<file path="config.mk">
export PLATFORM = sky130hd
export DESIGN_NAME = pnguf_recon
export DESIGN_NICKNAME = d
export VERILOG_FILES = /design/src/rtl/core/pnguf_pkg.sv /design/src/rtl/core/pnguf_recon.sv
export SDC_FILE = /design/constraint.sdc
export NUM_CORES = 1
export LEC_CHECK = 0
export BUFFER_PORTS_ARGS = -buffer_cell sky130_fd_sc_hd__buf_2
export CORE_MARGIN = 2
export CORE_UTILIZATION = 40
export DETAILED_ROUTE_END_ITERATION = 8
export REMOVE_ABC_BUFFERS = 1
export SLEW_MARGIN = 0
export SYNTH_ARGS = -nofsm -noshare
export SYNTH_HDL_FRONTEND = slang
export SYNTH_SLANG_ARGS = --single-unit
</file>
<file path="constraint.sdc">
create_clock -name vclk -period 10.2
set_input_delay 0.51 -clock vclk [all_inputs]
set_output_delay 0.51 -clock vclk [all_outputs]
set_load 0.005 [all_outputs]
</file>
<file path="src/rtl/core/pnguf_pkg.sv">
// Shared types and constants for the PNG scanline unfilter.
// Used by the channel interfaces and by every module of the block but the checker.
package pnguf_pkg;

   // Default bounds for the line buffer and row length
   localparam int MAX_ROW_PIXELS_DEF = 1024;
   localparam int MAX_ROW_BYTES_DEF  = 4096;

   // Register port widths
   localparam int CSR_IDX_W  = 2;
   localparam int CSR_DATA_W = 16;

   // Register indexes
   localparam logic [CSR_IDX_W-1:0] CSR_BPP        = 2'd0;
   localparam logic [CSR_IDX_W-1:0] CSR_ROW_PIXELS = 2'd1;
   localparam logic [CSR_IDX_W-1:0] CSR_IMAGE_ROWS = 2'd2;

   // Register reset values
   localparam logic [2:0]  BPP_RESET        = 3'd4;
   localparam logic [10:0] ROW_PIXELS_RESET = 11'd1024;
   localparam logic [15:0] IMAGE_ROWS_RESET = 16'd1;

   // Filter type carried by the first byte of each row
   typedef enum logic [2:0] {
      FILT_NONE  = 3'd0,
      FILT_SUB   = 3'd1,
      FILT_UP    = 3'd2,
      FILT_AVG   = 3'd3,
      FILT_PAETH = 3'd4
   } filter_type;

   // Control carried from the accept stage into the reconstruct stage
   typedef struct packed {
      logic       clear;       // filter byte: clear left history, no result
      filter_type filter;
      logic [7:0] raw;
      logic       bpp4;        // 4 bytes per pixel, else 3
      logic       use_upper;   // row above exists
      logic       row_last;
      logic       image_last;
   } stage_ctl_type;

   // One result item as buffered toward the output
   typedef struct packed {
      logic [7:0] pixel_byte;
      logic       row_last;
      logic       image_last;
   } rsp_item_type;

endpackage

</file>
<file path="src/rtl/core/pnguf_recon.sv">
// Byte reconstruction: predictor selection and modulo-256 add.
// Depends on pnguf_pkg for the filter type.
module pnguf_recon (
   input  pnguf_pkg::filter_type filter,
   input  logic [7:0]            raw,
   input  logic [7:0]            left,
   input  logic [7:0]            upper,
   input  logic [7:0]            upper_left,
   output logic [7:0]            pixel
);
   import pnguf_pkg::*;

   logic signed [9:0] d_bc, d_ac, d_abc;
   logic [9:0]        pa, pb, pc;
   logic [8:0]        avg_sum;
   logic [7:0]        paeth_pred;
   logic [7:0]        pred;

   // Paeth distances: |p-a| = |b-c|, |p-b| = |a-c|, |p-c| = |a+b-2c|
   always_comb begin
      d_bc  = $signed({2'b00, upper}) - $signed({2'b00, upper_left});
      d_ac  = $signed({2'b00, left}) - $signed({2'b00, upper_left});
      d_abc = d_bc + d_ac;
      pa = (d_bc  < 0) ? 10'(-d_bc)  : 10'(d_bc);
      pb = (d_ac  < 0) ? 10'(-d_ac)  : 10'(d_ac);
      pc = (d_abc < 0) ? 10'(-d_abc) : 10'(d_abc);
      if (pa <= pb && pa <= pc) begin
         paeth_pred = left;
      end else if (pb <= pc) begin
         paeth_pred = upper;
      end else begin
         paeth_pred = upper_left;
      end
   end

   assign avg_sum = {1'b0, left} + {1'b0, upper};

   // predictor by filter type
   always_comb begin
      case (filter)
         FILT_SUB:   pred = left;
         FILT_UP:    pred = upper;
         FILT_AVG:   pred = avg_sum[8:1];
         FILT_PAETH: pred = paeth_pred;
         default:    pred = 8'd0;
      endcase
   end

   assign pixel = raw + pred;
endmodule

</file>
==> impl_results.md, run 1 <==
- Status: completed
- Initial Util: 0.418
- Count of buffers from port buffering: 43
- Max-slew violations: 0
- Global-route wire length before repair: roughly 14000 um
- Top cells by area, synth: ha_1, xnor2_1, inv_1
- Worst Max-Slew Pin Slew: between 700 and 800 ps
- Routed length per instance: 14.8 um
- GR Overflow Total: 0
- Syn Inst Count: slightly above 400
- Peak VDD IR: between 60 and 70 uV
- Ant. Diodes: 0
- Largest net degree at the start of global routing: 17
- P per Cell Area: approximately 180 nW/um2
- Pre-CTS WS: 1710 ps
- Slew headroom: 0.520
- Rows: 31
- Vias in the first global route: roughly 3000
- Total number of vias: 2989
- Placed insts: around 550
- Max incr delay on CP: approximately 580 ps
- Die Span X: a little over 90 um
- Worst setup EP type: primary output
- Tightest Hold Check Type: in -> out
- Post-DP HPWL: slightly above 7000 um
- Crit path DAT: 8010 ps
- Die area: approximately 8400 um2
- Yosys top cell by area: ha_1
- Via-per-instance ratio: around 5.5
- Static Leak: 1.67 nW
- Post-CTS Setup Bufs: 0
- Length of routed met2 wiring: approximately 3500 um
- Drt drc: 0
- Core area: about 7400 um2
- Most used cell, CP: a21oi_1
- Register area share after synthesis: 0
- Final non-filler cell total: 545
- Cts hold-fix bufs: 0
- Die height: around 92 um
- Initial antenna violation count: 0
- Most common cell after layout, fill and taps aside: ha_1
- Max Fclk: between 0.1 and 0.15 GHz
- Synthesized area per cell: roughly 7.5 um2
- Seq_cells: 0
- Synth top area share: 0.272
- Slowest-stage cell, CP: a31oi_2
- Final core utilization: 0.461
- Met3 routed wirelength: 381 um
- Worst setup path end: pixel[7]
- Placed Area: approximately 3400 um2
- Yosys cell types: 53
- Final Setup Violations: 0
- DR top layer: met4
- GRT Resource Usage Total: 0.195
- Nets@finish: 555
- Fin Hold WS: 1310 ps
- Clock buffer count: 0
- Synth warnings: 0
- Startpoint of the worst hold path: raw[0]
- CP Launch Point: upper[0]
- Area grow syn2layout: 10.4%
- Setup Crit Path Kind: in -> out
- Final worst path period share: 0.835
- M1 wire length: 4100 um
- Setup total negative slack: 0 ps
- Post-route setup slack: about 1700 ps
- Final ANT Viol Nets: 0
- CP required: approximately 9700 ps
- Minimum clock period: between 8000 and 9000 ps
- Share of cells above drive strength 1: 0.143
- RSZ-0062 raised after global routing: false
- Pwr Total: between 0.6 and 0.7 mW
- Max Cap Viol: 0
- Fin area: around 3400 um2
- Critical path peak fanout: 9
- Post-CTS sizing: 0
- Most frequent cells in the layout: ha_1, buf_2, inv_1
- Routability Congestion: around 0.88
- Storage cell area: 0 um2
- Drt first pass iters: 4
- I/O pin count: 43
- Hold Fails Final Rpt: 0
- Final wirelength: slightly above 8000 um
- First DRT Iteration DRCs: roughly 180
- Synthesized area: 3080 um2
- Setup crit start kind: primary input
[worst max-delay path: cells and delay by family]
kind            cells  cell delay [ps]
mux                 1              270
compound gates     15             2950
buf+inv             6              570
simple gates        4              490
fa+ha+maj           7             2220
xor+xnor            4              980
[power by group]
group	switching (mW)	internal (mW)	total (mW)	leakage (nW)
Clock	0	0	0	0
Combinational	0.337	0.264	0.601	1.67
Sequential	0	0	0	0
[layout make-up]
| cell class | count | area [um2] |
|---|---|---|
| Fill cell | 762 | 3970 |
| Multi-Input combinational cell | 361 | 2900 |
| Timing Repair Buffer | 43 | 215 |
| Inverter | 42 | 158 |
| Tap cell | 99 | 124 |
[logic make-up after synthesis]
| kind of cell | Yosys count | share of synthesized area |
|---|---|---|
| simple gates | 99 | 0.159 |
| xor+xnor | 52 | 0.160 |
| fa+ha+maj | 76 | 0.319 |
| compound gates | 119 | 0.264 |
| buf+inv | 49 | 0.0597 |
| mux | 11 | 0.0370 |
| other cells | 2 | 0.00244 |
[layer usage]
| metal | vias up | global-route usage |
|---|---|---|
| li1 | 1530 | - |
| met1 | 1380 | 0.293 |
| met5 | - | 0 |
| met2 | 73 | 0.319 |
| met3 | 6 | 0.0140 |
| met4 | 0 | 0.00995 |
[Yosys cell counts (2+ instances only)]
library cell / count
ha_1: 67
inv_1: 42
xnor2_1: 35
nor2_1: 28
a21oi_1: 26
nand2_1: 25
o21ai_0: 20
a21o_1: 15
nor2b_1: 14
xor2_1: 13
o21bai_1: 9
a22oi_1: 8
mux2i_1: 8
clkbuf_1: 7
nand4_1: 7
o21a_1: 6
a31oi_1: 5
fa_1: 5
nand2b_1: 4
nand3_1: 4
o211ai_1: 4
o21ai_1: 4
o221ai_1: 4
or2_2: 4
a21oi_2: 3
mux2_2: 3
nor3_1: 3
a211oi_2: 2
and2_1: 2
conb_1: 2
maj3_1: 2
maj3_2: 2
o22ai_1: 2
o31a_1: 2
or4_1: 2
xor2_2: 2
[worst min-delay path by stage]
stage               endpoint  cells after the start
floorplan           pixel[0]                      1
global placement    pixel[0]                      3
detailed placement  pixel[0]                      3
CTS                 pixel[0]                      3
global route        pixel[0]                      3
finish              pixel[0]                      3
No activity file was read; power rests on OpenSTA's default activity.
==> run 2, diff against run 1 <==
- clock period: 10.2 -> 8 ns (I/O delays scaled with it)
==> run 2 against run 1 <==
Total power is 32% higher. Routed wire length decreased by 0.67%. Sequential share of layout area unchanged. Cell area rose by 3.1%. Cell count rose by 0.92%. Die area unchanged. Utilization increased by 1.4 points. Sequential cell count did not move. Critical path depth is the same. Non-clock buffer count up 5. Via count shrank 0.20%.
==> impl_results.md, run 2 (same netlist as run 1, synthesis figures left out) <==
- Largest net degree at the start of global routing: 16 (-1)
- Post-CTS sizing: 0 (unchanged)
- Peak VDD IR: 89.3 uV (+43%)
- Share of cells above drive strength 1: 0.173 (+0.0295)
- Minimum clock period: ~7600 ps
- Total number of vias: 2983 (-0.20%)
- Critical path peak fanout: 9 (unchanged)
- Final wirelength: 8010 um (-0.67%)
- Initial Util: 0.418 (unchanged)
- Most frequent cells in the layout: ha_1, buf_2, inv_1
- Final Setup Violations: 0 (unchanged)
- Cts hold-fix bufs: 0 (unchanged)
- Die area: 8420 um2 (unchanged)
- Max incr delay on CP: 410 ps (-170 ps)
- Core area: 7370 um2 (unchanged)
- Most common cell after layout, fill and taps aside: ha_1
- Die Span X: 91.7 um (unchanged)
- Routed length per instance: 14.6 um (-1.6%)
- Final ANT Viol Nets: 0 (unchanged)
- CP required: 7600 ps (-2090 ps)
- Final core utilization: 0.476 (+0.0143)
- Drt drc: 0 (unchanged)
- Post-CTS Setup Bufs: 0 (unchanged)
- Die height: 91.7 um (unchanged)
- Count of buffers from port buffering: 43 (unchanged)
- Fin area: 3500 um2 (+3.1%)
- Clock buffer count: 0 (unchanged)
- Final worst path period share: 0.952
- Via-per-instance ratio: 5.42 (-1.1%)
- Placed Area: 3440 um2 (+1.1%)
- Nets@finish: 560 (+0.90%)
- I/O pin count: 43 (unchanged)
- Global-route wire length before repair: 13900 um (-0.64%)
- Vias in the first global route: 2882 (-1.5%)
- Slowest-stage cell, CP: fa_1
- Hold Fails Final Rpt: 0 (unchanged)
- Area grow syn2layout: 13.8%
- Setup Crit Path Kind: in -> out
- Max Cap Viol: 0 (unchanged)
- First DRT Iteration DRCs: 161 (-11%)
- Routability Congestion: 0.864 (-1.6%)
- Tightest Hold Check Type: in -> out
- Seq_cells: 0 (unchanged)
- Worst Max-Slew Pin Slew: 639 ps (-78.8 ps)
- Initial antenna violation count: 0 (unchanged)
- GRT Resource Usage Total: 0.195 (-0.000339)
- Setup crit start kind: primary input
- Status: completed
- GR Overflow Total: 0 (unchanged)
- Max Fclk: roughly 0.13 GHz
- Crit path DAT: 7220 ps (-790 ps)
- Rows: 31 (unchanged)
- Drt first pass iters: 4 (unchanged)
- Slew headroom: 0.573 (+0.0532)
- Storage cell area: 0 um2 (unchanged)
- Worst setup EP type: primary output
- Static Leak: 1.71 nW (+2.1%)
- Post-DP HPWL: 7030 um (-0.92%)
- Ant. Diodes: 0 (unchanged)
- P per Cell Area: 226 nW/um2 (+28%)
- Max-slew violations: 0 (unchanged)
run 2: area by class of cell:
cell class	count	area (um2)
fillers	764	3860
inverters	42	158
multi-input cells	361	2970
well taps	99	124
repair buffers	48	253
run 2: per-layer routing:
| metal | wire length (um) | up-vias | GRT usage |
|---|---|---|---|
| met1 | 4080 | 1372 | 0.293 |
| met2 | 3490 | 59 | 0.322 |
| met5 | 0 | - | 0 |
| met4 | 72 | 0 | 0.00871 |
| met3 | 364 | 10 | 0.00904 |
| li1 | - | 1542 | - |
run 2: metrics by stage:
| step | setup TNS, ps | hold slack, ps | std cells | total power [mW] | worst slack (ps) |
|---|---|---|---|---|---|
| after floorplan | 0 | 919 | 403 | 0.585 | 775 |
| after global placement | 0 | 1090 | 550 | 0.749 | 446 |
| after detailed placement | 0 | 1100 | 550 | 0.760 | 325 |
| after CTS | 0 | 1090 | 550 | 0.766 | 291 |
| after global routing | -0.455 | 1110 | 550 | 0.895 | -0.455 |
| final | 0 | 1090 | 550 | 0.791 | 382 |
run 2: worst paths after layout:
path,start,endpoint,cells past startpoint
setup / recovery,left[0],pixel[7],37
hold / removal,raw[0],pixel[0],3
run 2: critical path: cells and delay by family:
family	cells	cell delay [ps]
AO/OA/AOI/OAI	15	2440
XOR/XNOR	4	720
adder cells (fa/ha/maj)	7	2190
buffers and inverters	6	500
multiplexers	1	280
AND/OR/NAND/NOR	4	670
run 2: power by group:
group / switching [mW] / internal (mW)
registers: 0 / 0
clock network: 0 / 0
logic: 0.440 / 0.351
