File: src/rtl/core/pnguf_pkg.sv
// Shared types and constants for the PNG scanline unfilter.
// Used by the channel interfaces and by every module of the block but the checker.
package pnguf_pkg;

   // Default bounds for the line buffer and row length
   localparam int MAX_ROW_PIXELS_DEF = 1024;
   localparam int MAX_ROW_BYTES_DEF  = 4096;

   // Register port widths
   localparam int CSR_IDX_W  = 2;
   localparam int CSR_DATA_W = 16;

   // Register indexes
   localparam logic [CSR_IDX_W-1:0] CSR_BPP        = 2'd0;
   localparam logic [CSR_IDX_W-1:0] CSR_ROW_PIXELS = 2'd1;
   localparam logic [CSR_IDX_W-1:0] CSR_IMAGE_ROWS = 2'd2;

   // Register reset values
   localparam logic [2:0]  BPP_RESET        = 3'd4;
   localparam logic [10:0] ROW_PIXELS_RESET = 11'd1024;
   localparam logic [15:0] IMAGE_ROWS_RESET = 16'd1;

   // Filter type carried by the first byte of each row
   typedef enum logic [2:0] {
      FILT_NONE  = 3'd0,
      FILT_SUB   = 3'd1,
      FILT_UP    = 3'd2,
      FILT_AVG   = 3'd3,
      FILT_PAETH = 3'd4
   } filter_type;

   // Control carried from the accept stage into the reconstruct stage
   typedef struct packed {
      logic       clear;       // filter byte: clear left history, no result
      filter_type filter;
      logic [7:0] raw;
      logic       bpp4;        // 4 bytes per pixel, else 3
      logic       use_upper;   // row above exists
      logic       row_last;
      logic       image_last;
   } stage_ctl_type;

   // One result item as buffered toward the output
   typedef struct packed {
      logic [7:0] pixel_byte;
      logic       row_last;
      logic       image_last;
   } rsp_item_type;

endpackage

File: src/rtl/core/pnguf_out_fifo.sv
// Three-entry output queue decoupling reconstruction from the result channel.
// Depends on pnguf_pkg for the result item type.
module pnguf_out_fifo (
   input  logic                    clock,
   input  logic                    reset,
   input  logic                    push,
   input  pnguf_pkg::rsp_item_type push_item,
   input  logic                    pop,
   output logic                    not_empty,
   output pnguf_pkg::rsp_item_type head_item,
   output logic [1:0]              count
);
   import pnguf_pkg::*;

   localparam logic [1:0] LastSlot = 2'd2;

   rsp_item_type slot_ff [3];
   logic [1:0]   wr_ptr_ff, wr_ptr_in;
   logic [1:0]   rd_ptr_ff, rd_ptr_in;
   logic [1:0]   count_ff, count_in;
   logic         do_pop;

   assign do_pop = pop && (count_ff != 2'd0);

   // pointer and occupancy update
   always_comb begin
      wr_ptr_in = wr_ptr_ff;
      rd_ptr_in = rd_ptr_ff;
      count_in  = count_ff;
      if (push) begin
         wr_ptr_in = (wr_ptr_ff == LastSlot) ? 2'd0 : wr_ptr_ff + 2'd1;
      end
      if (do_pop) begin
         rd_ptr_in = (rd_ptr_ff == LastSlot) ? 2'd0 : rd_ptr_ff + 2'd1;
      end
      if (push && !do_pop) begin
         count_in = count_ff + 2'd1;
      end else if (!push && do_pop) begin
         count_in = count_ff - 2'd1;
      end
   end

   always_ff @(posedge clock) begin
      if (reset) begin
         wr_ptr_ff <= 2'd0;
         rd_ptr_ff <= 2'd0;
         count_ff  <= 2'd0;
      end else begin
         wr_ptr_ff <= wr_ptr_in;
         rd_ptr_ff <= rd_ptr_in;
         count_ff  <= count_in;
      end
   end

   // storage
   always_ff @(posedge clock) begin
      if (push) begin
         slot_ff[wr_ptr_ff] <= push_item;
      end
   end

   assign head_item = slot_ff[rd_ptr_ff];
   assign not_empty = (count_ff != 2'd0);
   assign count     = count_ff;
endmodule

File: config.mk
export PLATFORM = sky130hd
export DESIGN_NAME = pnguf_out_fifo
export DESIGN_NICKNAME = d
export VERILOG_FILES = /design/src/rtl/core/pnguf_pkg.sv /design/src/rtl/core/pnguf_out_fifo.sv
export SDC_FILE = /design/constraint.sdc
export NUM_CORES = 1
export LEC_CHECK = 0
export BUFFER_PORTS_ARGS = -buffer_cell sky130_fd_sc_hd__buf_2
export CORE_ASPECT_RATIO = 1.5
export CORE_MARGIN = 2
export CORE_UTILIZATION = 38
export CTS_CLUSTER_SIZE = 24
export DETAILED_ROUTE_END_ITERATION = 16
export PLACE_DENSITY_LB_ADDON = 0.1
export SLEW_MARGIN = 20
export SYNTH_ARGS = -nofsm -noshare
export SYNTH_HDL_FRONTEND = slang
export SYNTH_SLANG_ARGS = --single-unit
File: constraint.sdc
create_clock -name clock -period 1.5 [get_ports clock]
set_input_delay 0.3 -clock clock [delete_from_list [all_inputs] [get_ports clock]]
set_output_delay 0.3 -clock clock [all_outputs]
set_load 0.05 [all_outputs]
==> impl_metrics.py, run 1 <==
metrics = {
    "floorplan": {
        "ios": 27,
        "core.rowCount": 27,
        "die_x_um": 53.78,
        "initial_utilization": 0.3908,
        "coreArea_mm2": 0.003615,
        "die-area_mm2": 0.004231,
        "die-height_um": 78.68,
    },
    "setup_path": {
        "path_cells": "buf_12 -> mux2i_4 -> o21ai_2 -> buf_6",
        "required_ns": 1.20,
        "crit_type": "flip-flop to output pin",
        "cpLargestDelayFamily": "flip-flops",
        "cp_slowest_stage_delay_ns": 0.37,
        "arrival_ns": 1.28,
        "crit_slowest_cell": "dfxtp_4",
        "r2r-start": "count[0]$_SDFFE_PP0P_",
        "start_kind": "flip-flop",
        "cp.buffers_inverters": 2,
        "path_max_fanout": 5,
        "setup.worst_path.end_class": "output pin",
    },
    "layout": {
        "drive_gt1_frac": 0.4812,
        "nets": 147,
        "synthToLayoutAreaGrowth_pct": 37.29,
        "diodes": 0,
        "fillers": 307,
    },
    "global_route": {
        "grt-ovfl-total": 0,
        "grt.busiest_layer": "met2",
        "met2_usage": 0.2280,
        "grt_pass1_vias": 857,
        "use_met1": 0.1338,
        "grt_pass1_wl_um": 3933,
        "grt_max_degree": 21,
        "grt_usage": 0.1372,
        "grt_util_met3": 0.06274,
        "antenna_found_initial": 0,
    },
    "synthesis": {
        "synth_fp_nets": 111,
        "synth_area_leaders": "edfxtp_1 64%, dfxtp_1 11%, mux2i_1 7.1%",
        "synth_seq_cells": 38,
        "avgSynthCellArea_um2": 14.71,
        "synth_cells": 96,
        "synth_area_leader_cell": "edfxtp_1",
        "synth_seq_area_share": 0.7511,
        "syn_area_mm2": 0.001413,
        "netlist.area_leader.share": 0.6377,
        "synthDistinctLibCells": 19,
        "ys_warn_count": 0,
    },
    "sta": {
        "rsz0062_at_grt": "true",
        "hold_violations": 0,
        "worstMarginPinSlew_ns": 0.2504,
        "holdWs_ns": 0.2072,
        "period_needed_ns": 1.576,
        "setup_ws_ns": -0.07560,
        "fin_crit_sh": 1.050,
        "setup_violations": 10,
        "max_freq_mhz": 634.7,
        "slew_headroom": 0.8342,
        "skew_ns": 0.001919,
        "drv_slew": 0,
        "fin_tns_setup_ns": -0.5526,
    },
    "power_and_ir_drop": {
        "fin_total_pwr_mw": 3.358,
        "p_leak_nw": 0.6997,
        "powerDensity_mw_per_mm2": 1731,
        "ir_drop_v": 0.001132,
    },
    "detailed_routing": {
        "ant_nets": 0,
        "dr.pass1.iters": 3,
        "route.vias.total": 850,
        "avgViaCountPerCell": 4.830,
        "drc_errors": 0,
        "drt_first_iter_violations": 4,
        "drt-total-wl_um": 2452,
        "wire_per_inst_um": 13.93,
    },
    "status": {
        "violations": "negative setup slack",
        "status": "finished, violations left",
    },
    "place": {
        "hpwl_um": 1584,
        "port-buffer-count": 26,
        "place_congestion": 0.6506,
    },
    "clocking": {
        "post_cts_buffers": 0,
        "clk-insertion-delay-late_ns": 0.29,
        "cts_hold_buf": 0,
        "clock-root-buffer": "clkbuf_8",
        "numCtsBuffers": 5,
        "htreeDepth": 2,
        "cts_tree": "built",
        "path_clk_slew_ns": 0.07,
        "clock_sink_count": 38,
        "cts_max_path_buffers": 2,
    },
    "job": {
        "maxCapViolCount": 0,
    },
    "min_path": {
        "hp-class": "input pin to flip-flop",
        "hp-start": "push_item[7]",
    },
}
-- per-stage QoR --
stage | instance area [um2] | util | worst slack, ns | cells
floorplan | 1460 | - | 0.02660 | 96
global placement | 1694 | 0.4687 | 0.1023 | 167
detailed placement | 1694 | 0.4687 | 0.02021 | 167
CTS | 1907 | 0.5275 | -0.07845 | 176
global route | 1939 | 0.5365 | -0.1321 | 176
finish | 1939 | 0.5365 | -0.07560 | 176
-- worst reg2reg max path, delay by kind of cell (launching register included) --
family	cells	cell delay, ns
flip-flops	1	0.37
AO/OA/AOI/OAI	2	0.37
AND/OR/NAND/NOR	1	0.36
adder cells (fa/ha/maj)	1	0.24
-- flip-flops by register name, indices dropped and copies added, names as in the netlist, named ones only --
name / cells
count: 2
slot_ff: 30
wr_ptr_ff: 2
rd_ptr_ff: 2
-- cell usage after synthesis --
master    number
xor2_1         2
a21oi_2        1
nor2_1         5
edfxtp_1      30
or2_2          1
inv_1          1
nor3b_1        1
nand2_1       14
dfxtp_1        8
clkbuf_1       2
o21ai_2        1
ha_1           1
buf_2          1
o21ai_0       11
or3_1          2
mux2_2         1
mux2i_1       10
a21oi_1        3
or3b_1         1
-- area by class of cell --
type / count / area, um2 / area share
Inverter: 1 / 3.754 / 0.001935
Clock buffer: 7 / 96.34 / 0.04968
Sequential cell: 38 / 1070 / 0.5516
Multi-Input combinational cell: 54 / 429.2 / 0.2213
Tap cell: 43 / 53.80 / 0.02774
Timing Repair Buffer: 32 / 282.8 / 0.1458
Clock inverter: 1 / 3.754 / 0.001935
-- power breakdown --
group          total (mW)  switching (mW)  internal [mW]
clock               0.746           0.334          0.412
sequential           1.34          0.0937           1.25
combinational        1.27           0.757          0.513
-- path summary, 6_finish.rpt --
kind         slack (ns)  cells past startpoint                       to
max               -0.08                      4             head_item[2]
min reg2reg        0.49                      2                flip-flop
max reg2reg        0.09                      4    count[1]$_SDFFE_PP0P_
min                0.21                      1  slot_ff[1][7]$_DFFE_PP_
-- logic make-up after synthesis --
family	share of synthesized area
AO/OA/AOI/OAI	0.06200
XOR/XNOR	0.01240
adder cells (fa/ha/maj)	0.008856
buffers and inverters	0.01151
flip-flops	0.7511
multiplexers	0.07883
AND/OR/NAND/NOR	0.07529
-- layer usage --
metal  share of wire  up-vias
met1            0.37      396
met4           0.025        0
met3           0.067        7
met2            0.54       23
li1                -      424
met5               0        -
-- placed cells by master (no fill, tap or decap), types with 2 or more instances in the layout --
cell type / instances
or3_1: 2
dfxtp_4: 2
mux2i_1: 4
clkbuf_8: 7
nand2_1: 14
a21oi_1: 3
buf_4: 3
nor2_1: 5
buf_2: 16
dfxtp_1: 5
mux2i_2: 5
xor2_1: 2
o21ai_2: 10
buf_6: 10
edfxtp_1: 30
buf_12: 2
-- repair_timing --
item                       CTS  global route
setup endpoints to repair   10            11
resized for setup           28             4
cloned                       1             0
No activity file was read; power rests on OpenSTA's default activity.
==> inputs of run 2 (changes only) <==
--- a/config.mk
+++ b/config.mk
@@ -11,7 +11,8 @@
 export CORE_UTILIZATION = 38
 export CTS_CLUSTER_SIZE = 24
 export DETAILED_ROUTE_END_ITERATION = 16
-export PLACE_DENSITY_LB_ADDON = 0.1
+export PLACE_DENSITY = 0.66
+export SETUP_SLACK_MARGIN = 0.5
 export SLEW_MARGIN = 20
 export SYNTH_ARGS = -nofsm -noshare
 export SYNTH_HDL_FRONTEND = slang
==> run 2 against run 1 <==
The flow still finishes with violations (negative setup slack). Clock power shrank 7.1%. Critical path depth stayed put. Sequential share of layout area shrank 9.8 points. Worst hold slack better by 0.0097 ns. Via count is 9.9% higher. Cell area is 23% higher. Global-route usage rose by 2.2 points. Flip-flop and latch count did not move. Register-to-register slack better by 0.08 ns. Cell count increased by 8.5%. Critical path type unchanged.
==> impl_metrics.py, run 2 (synthesis results as in run 1) <==
metrics = {
    "floorplan": {
        "die-height_um": 78.68,
        "coreArea_mm2": 0.003615,
        "ios": 27,
        "die-area_mm2": 0.004231,
        "die_x_um": 53.78,
        "core.rowCount": 27,
        "initial_utilization": 0.3908,
    },
    "clocking": {
        "htreeDepth": 2,
        "cts_max_path_buffers": 2,
        "cts_tree": "built",
        "clock-root-buffer": "clkbuf_8",
        "path_clk_slew_ns": 0.07,
        "numCtsBuffers": 5,
        "clk-insertion-delay-late_ns": 0.28,
        "clock_sink_count": 38,
    },
    "layout": {
        "final_common_cell": "edfxtp_1",
        "largest_register_ffs": 30,
        "drive_gt1_frac": 0.6419,
        "diodes": 0,
        "nets": 162,
        "top_register": "slot_ff",
        "fin_cells": 191,
        "synthToLayoutAreaGrowth_pct": 68.38,
        "fin_area_mm2": 0.002379,
        "mostFrequentLayoutCells": "30 x edfxtp_1, 26 x buf_6, 13 x buf_2, 12 x nand2_1, 11 x o21ai_4",
    },
    "power_and_ir_drop": {
        "powerDensity_mw_per_mm2": 1654,
        "intPower_mw": 2.565,
        "ir_drop_v": 0.001471,
        "fin_total_pwr_mw": 3.935,
        "combPwrFrac": 0.476,
        "power_frac_seq": 0.348,
        "p_leak_nw": 0.8316,
        "pwr-share-clk": 0.176,
        "netSwitchingPower_mw": 1.370,
        "switching_share": 0.3481,
    },
    "place": {
        "post_dp_cell_area_mm2": 0.001807,
        "place_congestion": 0.6588,
        "dp_slack_ns": 0.1109,
        "hpwl_um": 1605,
        "dp_cells": 165,
        "port-buffer-count": 26,
    },
    "global_route": {
        "grt-ovfl-total": 0,
        "grt_pass1_wl_um": 4581,
        "grt_pass1_vias": 955,
        "grt_max_degree": 21,
        "antenna_found_initial": 0,
        "grt_usage": 0.1589,
    },
    "setup_path": {
        "crit_slowest_cell": "dfxtp_4",
        "start_kind": "flip-flop",
        "path_max_fanout": 5,
        "cpLargestDelayFamily": "flip-flops",
        "required_ns": 1.20,
        "crit_type": "flip-flop to output pin",
        "cp.buffers_inverters": 2,
        "cp_slowest_stage_delay_ns": 0.39,
        "setup.worst_path.end_class": "output pin",
        "arrival_ns": 1.30,
        "path_cells": "buf_12 -> mux2i_4 -> o21ai_4 -> buf_6",
    },
    "detailed_routing": {
        "ant_nets": 0,
        "drt_first_iter_violations": 8,
        "wire_per_inst_um": 15.04,
        "dr.pass1.iters": 2,
        "drc_errors": 0,
        "drt-total-wl_um": 2872,
        "avgViaCountPerCell": 4.890,
        "route.vias.total": 934,
    },
    "sta": {
        "holdWs_ns": 0.2169,
        "slew_headroom": 0.8269,
        "skew_ns": 0.001958,
        "worstMarginPinSlew_ns": 0.2594,
        "hold_violations": 0,
        "fin_crit_sh": 1.069,
        "rsz0062_at_grt": "true",
        "drv_slew": 0,
        "setup_violations": 10,
        "max_freq_mhz": 623.8,
        "setup_ws_ns": -0.1031,
        "period_needed_ns": 1.603,
    },
    "job": {
        "maxCapViolCount": 0,
    },
    "status": {
        "status": "finished, violations left",
        "violations": "negative setup slack",
    },
    "min_path": {
        "hp-class": "input pin to flip-flop",
    },
}
-- run 2: cell count changes in the layout (fill, tap and decap cells not counted), moves of 3 or more --
cell / delta
mux2i_1: -4
mux2i_4: +9
buf_2: -3
mux2i_2: -5
buf_6: +16
buf_8: +3
dfxtp_4: +3
a21oi_1: -3
o21ai_4: +10
o21ai_2: -10
-- run 2: repair_timing --
action	CTS	global route
hold buffers	0	0
gates cloned	2	0
setup endpoints to repair	49	50
hold endpoints to repair	0	0
resized for setup	71	9
buffers inserted	13	3
pin swaps	12	5
-- run 2: path summary, 6_finish.rpt --
path | startpoint | endpoint | slack (ns) | cells after the start
worst max-delay path | flip-flop | head_item[4] | -0.10 | 4
worst min-delay path | push_item[3] | slot_ff[2][3]$_DFFE_PP_ | 0.22 | 1
worst min register to register | rd_ptr_ff[1]$_SDFFE_PP0P_ | rd_ptr_ff[1]$_SDFFE_PP0P_ | 0.50 | 2
worst max register to register | count[1]$_SDFFE_PP0P_ | count[1]$_SDFFE_PP0P_ | 0.17 | 4
-- run 2: through the flow --
| stage | util | setup TNS, ns |
|---|---|---|
| final | 0.6580 | -0.9311 |
| after global routing | 0.6580 | -1.412 |
| after floorplan | - | 0 |
| after global placement | 0.4998 | 0 |
| after CTS | 0.6424 | -1.038 |
| after detailed placement | 0.4998 | 0 |
-- run 2: power by group through the flow --
| stage | logic, mW | registers [mW] | clock network, mW |
|---|---|---|---|
| 4_1_cts | 1.74 | 1.37 | 0.716 |
| 5_1_grt | 1.96 | 1.38 | 0.752 |
| 3_3_place_gp | 1.12 | 1.34 | 0 |
| 2_1_floorplan | 0.829 | 1.43 | 0 |
| 3_5_place_dp | 1.16 | 1.35 | 0 |
| 6_report | 1.87 | 1.37 | 0.693 |
-- run 2: cell type report --
class | count | area (um2)
Timing Repair Buffer | 47 | 485.5
Clock inverter | 2 | 12.51
Multi-Input combinational cell | 54 | 660.6
Clock buffer | 6 | 82.58
Sequential cell | 38 | 1080
Tap cell | 43 | 53.80
Inverter | 1 | 3.754
Fill cell | 252 | 1236
-- run 2: per-layer routing --
metal,wire length [um],GRT usage,vias to the layer above
li1,-,-,455
met1,957,0.1478,446
met2,1701,0.2902,26
met3,141,0.04753,7
met4,71,0.08205,0
met5,0,0,-
==> inputs of run 3 (changes only) <==
--- a/config.mk
+++ b/config.mk
@@ -5,13 +5,14 @@
 export SDC_FILE = /design/constraint.sdc
 export NUM_CORES = 1
 export LEC_CHECK = 0
+export ABC_AREA = 1
 export BUFFER_PORTS_ARGS = -buffer_cell sky130_fd_sc_hd__buf_2
 export CORE_ASPECT_RATIO = 1.5
 export CORE_MARGIN = 2
 export CORE_UTILIZATION = 38
 export CTS_CLUSTER_SIZE = 24
 export DETAILED_ROUTE_END_ITERATION = 16
-export PLACE_DENSITY = 0.66
+export PLACE_DENSITY = 0.65
 export SETUP_SLACK_MARGIN = 0.5
 export SLEW_MARGIN = 20
 export SYNTH_ARGS = -nofsm -noshare
==> run 3 against run 2 <==
Synthesized cell count increased by 28%. Clock skew increased by 0.0052 ns. Worst hold slack got worse by 0.024 ns. Register-to-register slack improved by 0.12 ns. Sequential power decreased by 6%. Core utilization decreased by 0.92 points. Global-route usage increased by 1.0 points. Maximum frequency increased by 7.7%. The run now ends clean. Sequential share of layout area increased by 0.27 points. Die area increased by 1.7%. Clock power decreased by 6.1%.
==> impl_metrics.py, run 3 <==
metrics = {
    "layout": {
        "drive_gt1_frac": 0.6471,
        "largest_register_ffs": 30,
        "final_common_cell": "edfxtp_1",
        "mostFrequentLayoutCells": "30 x edfxtp_1, 20 x a21oi_4, 15 x nand2_1, 15 x buf_6, 13 x buf_2",
        "top_register": "slot_ff",
        "nets": 184,
        "diodes": 0,
        "synthToLayoutAreaGrowth_pct": 64.52,
        "fillers": 265,
        "fin_cells": 213,
    },
    "setup_path": {
        "crit_path_frequent_cell": "a21oi_4",
        "path_cells": "buf_12 -> a21oi_4 -> a21oi_4 -> buf_6",
        "required_ns": 1.20,
        "cpLargestDelayFamily": "flip-flops",
        "cp.buffers_inverters": 2,
        "arrival_ns": 1.19,
        "start_kind": "flip-flop",
        "path_max_fanout": 4,
        "setup.worst_path.end_class": "output pin",
        "crit_slowest_cell": "dfxtp_4",
        "cp_slowest_stage_delay_ns": 0.40,
        "crit_type": "flip-flop to output pin",
    },
    "detailed_routing": {
        "route.vias.total": 1055,
        "drt_first_iter_violations": 31,
        "drt-total-wl_um": 3225,
        "drc_errors": 0,
        "wire_per_inst_um": 15.14,
        "ant_nets": 0,
        "dr.pass1.iters": 4,
        "avgViaCountPerCell": 4.953,
    },
    "floorplan": {
        "die_x_um": 54.24,
        "die-height_um": 79.37,
        "initial_utilization": 0.3944,
        "coreArea_mm2": 0.003649,
        "ios": 27,
        "core.rowCount": 27,
        "die-area_mm2": 0.004305,
    },
    "place": {
        "hpwl_um": 2042,
        "dp_cells": 194,
        "port-buffer-count": 26,
        "place_congestion": 0.6711,
    },
    "synthesis": {
        "synth_mux_area_frac": 0,
        "yosys.area_share.simple": 0.1139,
        "synth_compound_area_frac": 0.09391,
        "netlist.area_leader.share": 0.6261,
        "synth_seq_cells": 38,
        "ys.flop_type": "edfxtp_1",
        "synth-adder-area-share": 0.008696,
        "ys_warn_count": 0,
        "synth_area_leader_cell": "edfxtp_1",
        "synth_fp_nets": 138,
        "avgSynthCellArea_um2": 11.70,
        "synth_enable_flop_cells": 30,
        "synth_cells": 123,
        "synthDistinctLibCells": 17,
        "yosys.cell_count.top_type": "edfxtp_1",
        "syn_area_mm2": 0.001439,
        "synth_xor_xnor_area_share": 0,
        "synth_seq_area_share": 0.7374,
        "yosys-top-cells-count": "30 x edfxtp_1, 23 x a21oi_1, 20 x nand2_1",
        "synth_top_family_by_area": "simple AND/OR/NAND/NOR gates",
        "synth_area_leaders": "edfxtp_1 63%, dfxtp_1 11%, a21oi_1 8.0%",
        "async_flop_share": 0,
    },
    "global_route": {
        "grt_pass1_wl_um": 5043,
        "grt_usage": 0.1691,
        "grt_pass1_vias": 1114,
        "antenna_found_initial": 0,
        "grt-ovfl-total": 0,
        "grt_max_degree": 13,
    },
    "sta": {
        "max_freq_mhz": 671.9,
        "drv_slew": 0,
        "setup_violations": 0,
        "skew_ns": 0.007191,
        "rsz0062_at_grt": "true",
        "hold_violations": 0,
        "fin_tns_setup_ns": 0,
        "worstMarginPinSlew_ns": 0.2162,
        "slew_headroom": 0.8554,
        "fin_crit_sh": 0.9922,
        "period_needed_ns": 1.488,
    },
    "clocking": {
        "cts_max_path_buffers": 2,
        "htreeDepth": 2,
        "clk-insertion-delay-late_ns": 0.29,
        "cts_hold_buf": 0,
        "clock_sink_count": 38,
        "numCtsBuffers": 5,
        "cts_tree": "built",
        "path_clk_slew_ns": 0.07,
        "clock-root-buffer": "clkbuf_8",
    },
    "power_and_ir_drop": {
        "switching_share": 0.3541,
        "pwr-share-clk": 0.205,
        "netSwitchingPower_mw": 1.126,
        "p_leak_nw": 0.8620,
        "power_frac_seq": 0.404,
        "combPwrFrac": 0.391,
        "ir_drop_v": 0.0008149,
        "powerDensity_mw_per_mm2": 1343,
        "intPower_mw": 2.053,
    },
    "min_path": {
        "hp-class": "input pin to flip-flop",
    },
    "status": {
        "status": "finished, final reports clean",
    },
    "job": {
        "maxCapViolCount": 0,
    },
}
## run 3: cell types whose count changed after synthesis, moves of 2 or more
cell / before / now
a21oi_1: 3 / 23
clkbuf_1: 2 / 0
clkinv_1: 0 / 2
inv_1: 1 / 12
mux2i_1: 10 / 0
nand2_1: 14 / 20
nand3_1: 0 / 3
nor2_1: 5 / 15
o21ai_0: 11 / 1
or3_1: 2 / 0
xor2_1: 2 / 0
## run 3: layout make-up
cell class              instances  area [um2]  area share
clock inverters                 3       16.27    0.006871
repair buffers                 39       401.6      0.1697
clock buffers                   5       68.82     0.02907
multi-input cells              68       646.9      0.2733
inverters                      15       83.83     0.03541
repair inverters                2       15.01    0.006342
flip-flops and latches         38        1081      0.4567
well taps                      43       53.80     0.02273
## run 3: metrics by stage
stage	area, um2	utilization	hold WS, ns	power, mW	setup slack, ns
3_3_place_gp	1929	0.5288	0.4461	2.209	0.08992
3_5_place_dp	1929	0.5288	0.4540	2.235	0.04783
2_1_floorplan	1709	-	0.3617	2.031	0.2024
6_report	2367	0.6488	0.1931	3.179	0.01177
5_1_grt	2367	0.6488	0.1979	3.312	-0.04373
4_1_cts	2262	0.6200	0.1799	3.110	-0.02737
## run 3: repair_timing
item | in CTS | in global routing
cloned | 3 | 1
pin swaps | 8 | 12
resized for setup | 71 | 13
hold endpoints to repair | 0 | 0
setup endpoints to repair | 45 | 41
setup buffers | 2 | 5
## run 3: path summary, 6_finish.rpt
check	startpoint	endpoint	depth (start not counted)	slack (ns)
max	flip-flop	head_item[2]	4	0.01
min	reset	wr_ptr_ff[1]$_SDFFE_PP0P_	2	0.19
max reg2reg	count[0]$_SDFFE_PP0P_	count[1]$_SDFFE_PP0P_	8	0.29
min reg2reg	wr_ptr_ff[1]$_SDFFE_PP0P_	wr_ptr_ff[1]$_SDFFE_PP0P_	2	0.49
## run 3: power groups by stage
| stage | Combinational [mW] | Sequential (mW) | Clock [mW] |
|---|---|---|---|
| after floorplan | 0.718 | 1.31 | 0 |
| after global placement | 0.926 | 1.28 | 0 |
| after detailed placement | 0.948 | 1.29 | 0 |
| after CTS | 1.16 | 1.28 | 0.669 |
| after global routing | 1.31 | 1.29 | 0.714 |
| final | 1.24 | 1.29 | 0.651 |
## run 3: routing by layer
metal | vias to the layer above | global-route usage | part of all wire
met5 | - | 0 | 0
met4 | 0 | 0.09000 | 0.024
met3 | 6 | 0.04699 | 0.029
met2 | 21 | 0.2880 | 0.56
met1 | 514 | 0.1807 | 0.38
li1 | 514 | - | -
## run 3: cell families after synthesis
kind of cell / Yosys count
compound gates: 26
fa+ha+maj: 1
flops: 38
simple gates: 41
buf+inv: 17
## run 3: worst reg2reg max path, stage by stage, from the launching register on
cell,delay [ns]
dfxtp_4,0.38
o21a_1,0.21
inv_2,0.07
ha_4,0.20
inv_4,0.06
nand3_2,0.06
nand2_1,0.06
inv_1,0.03
nor2_1,0.08
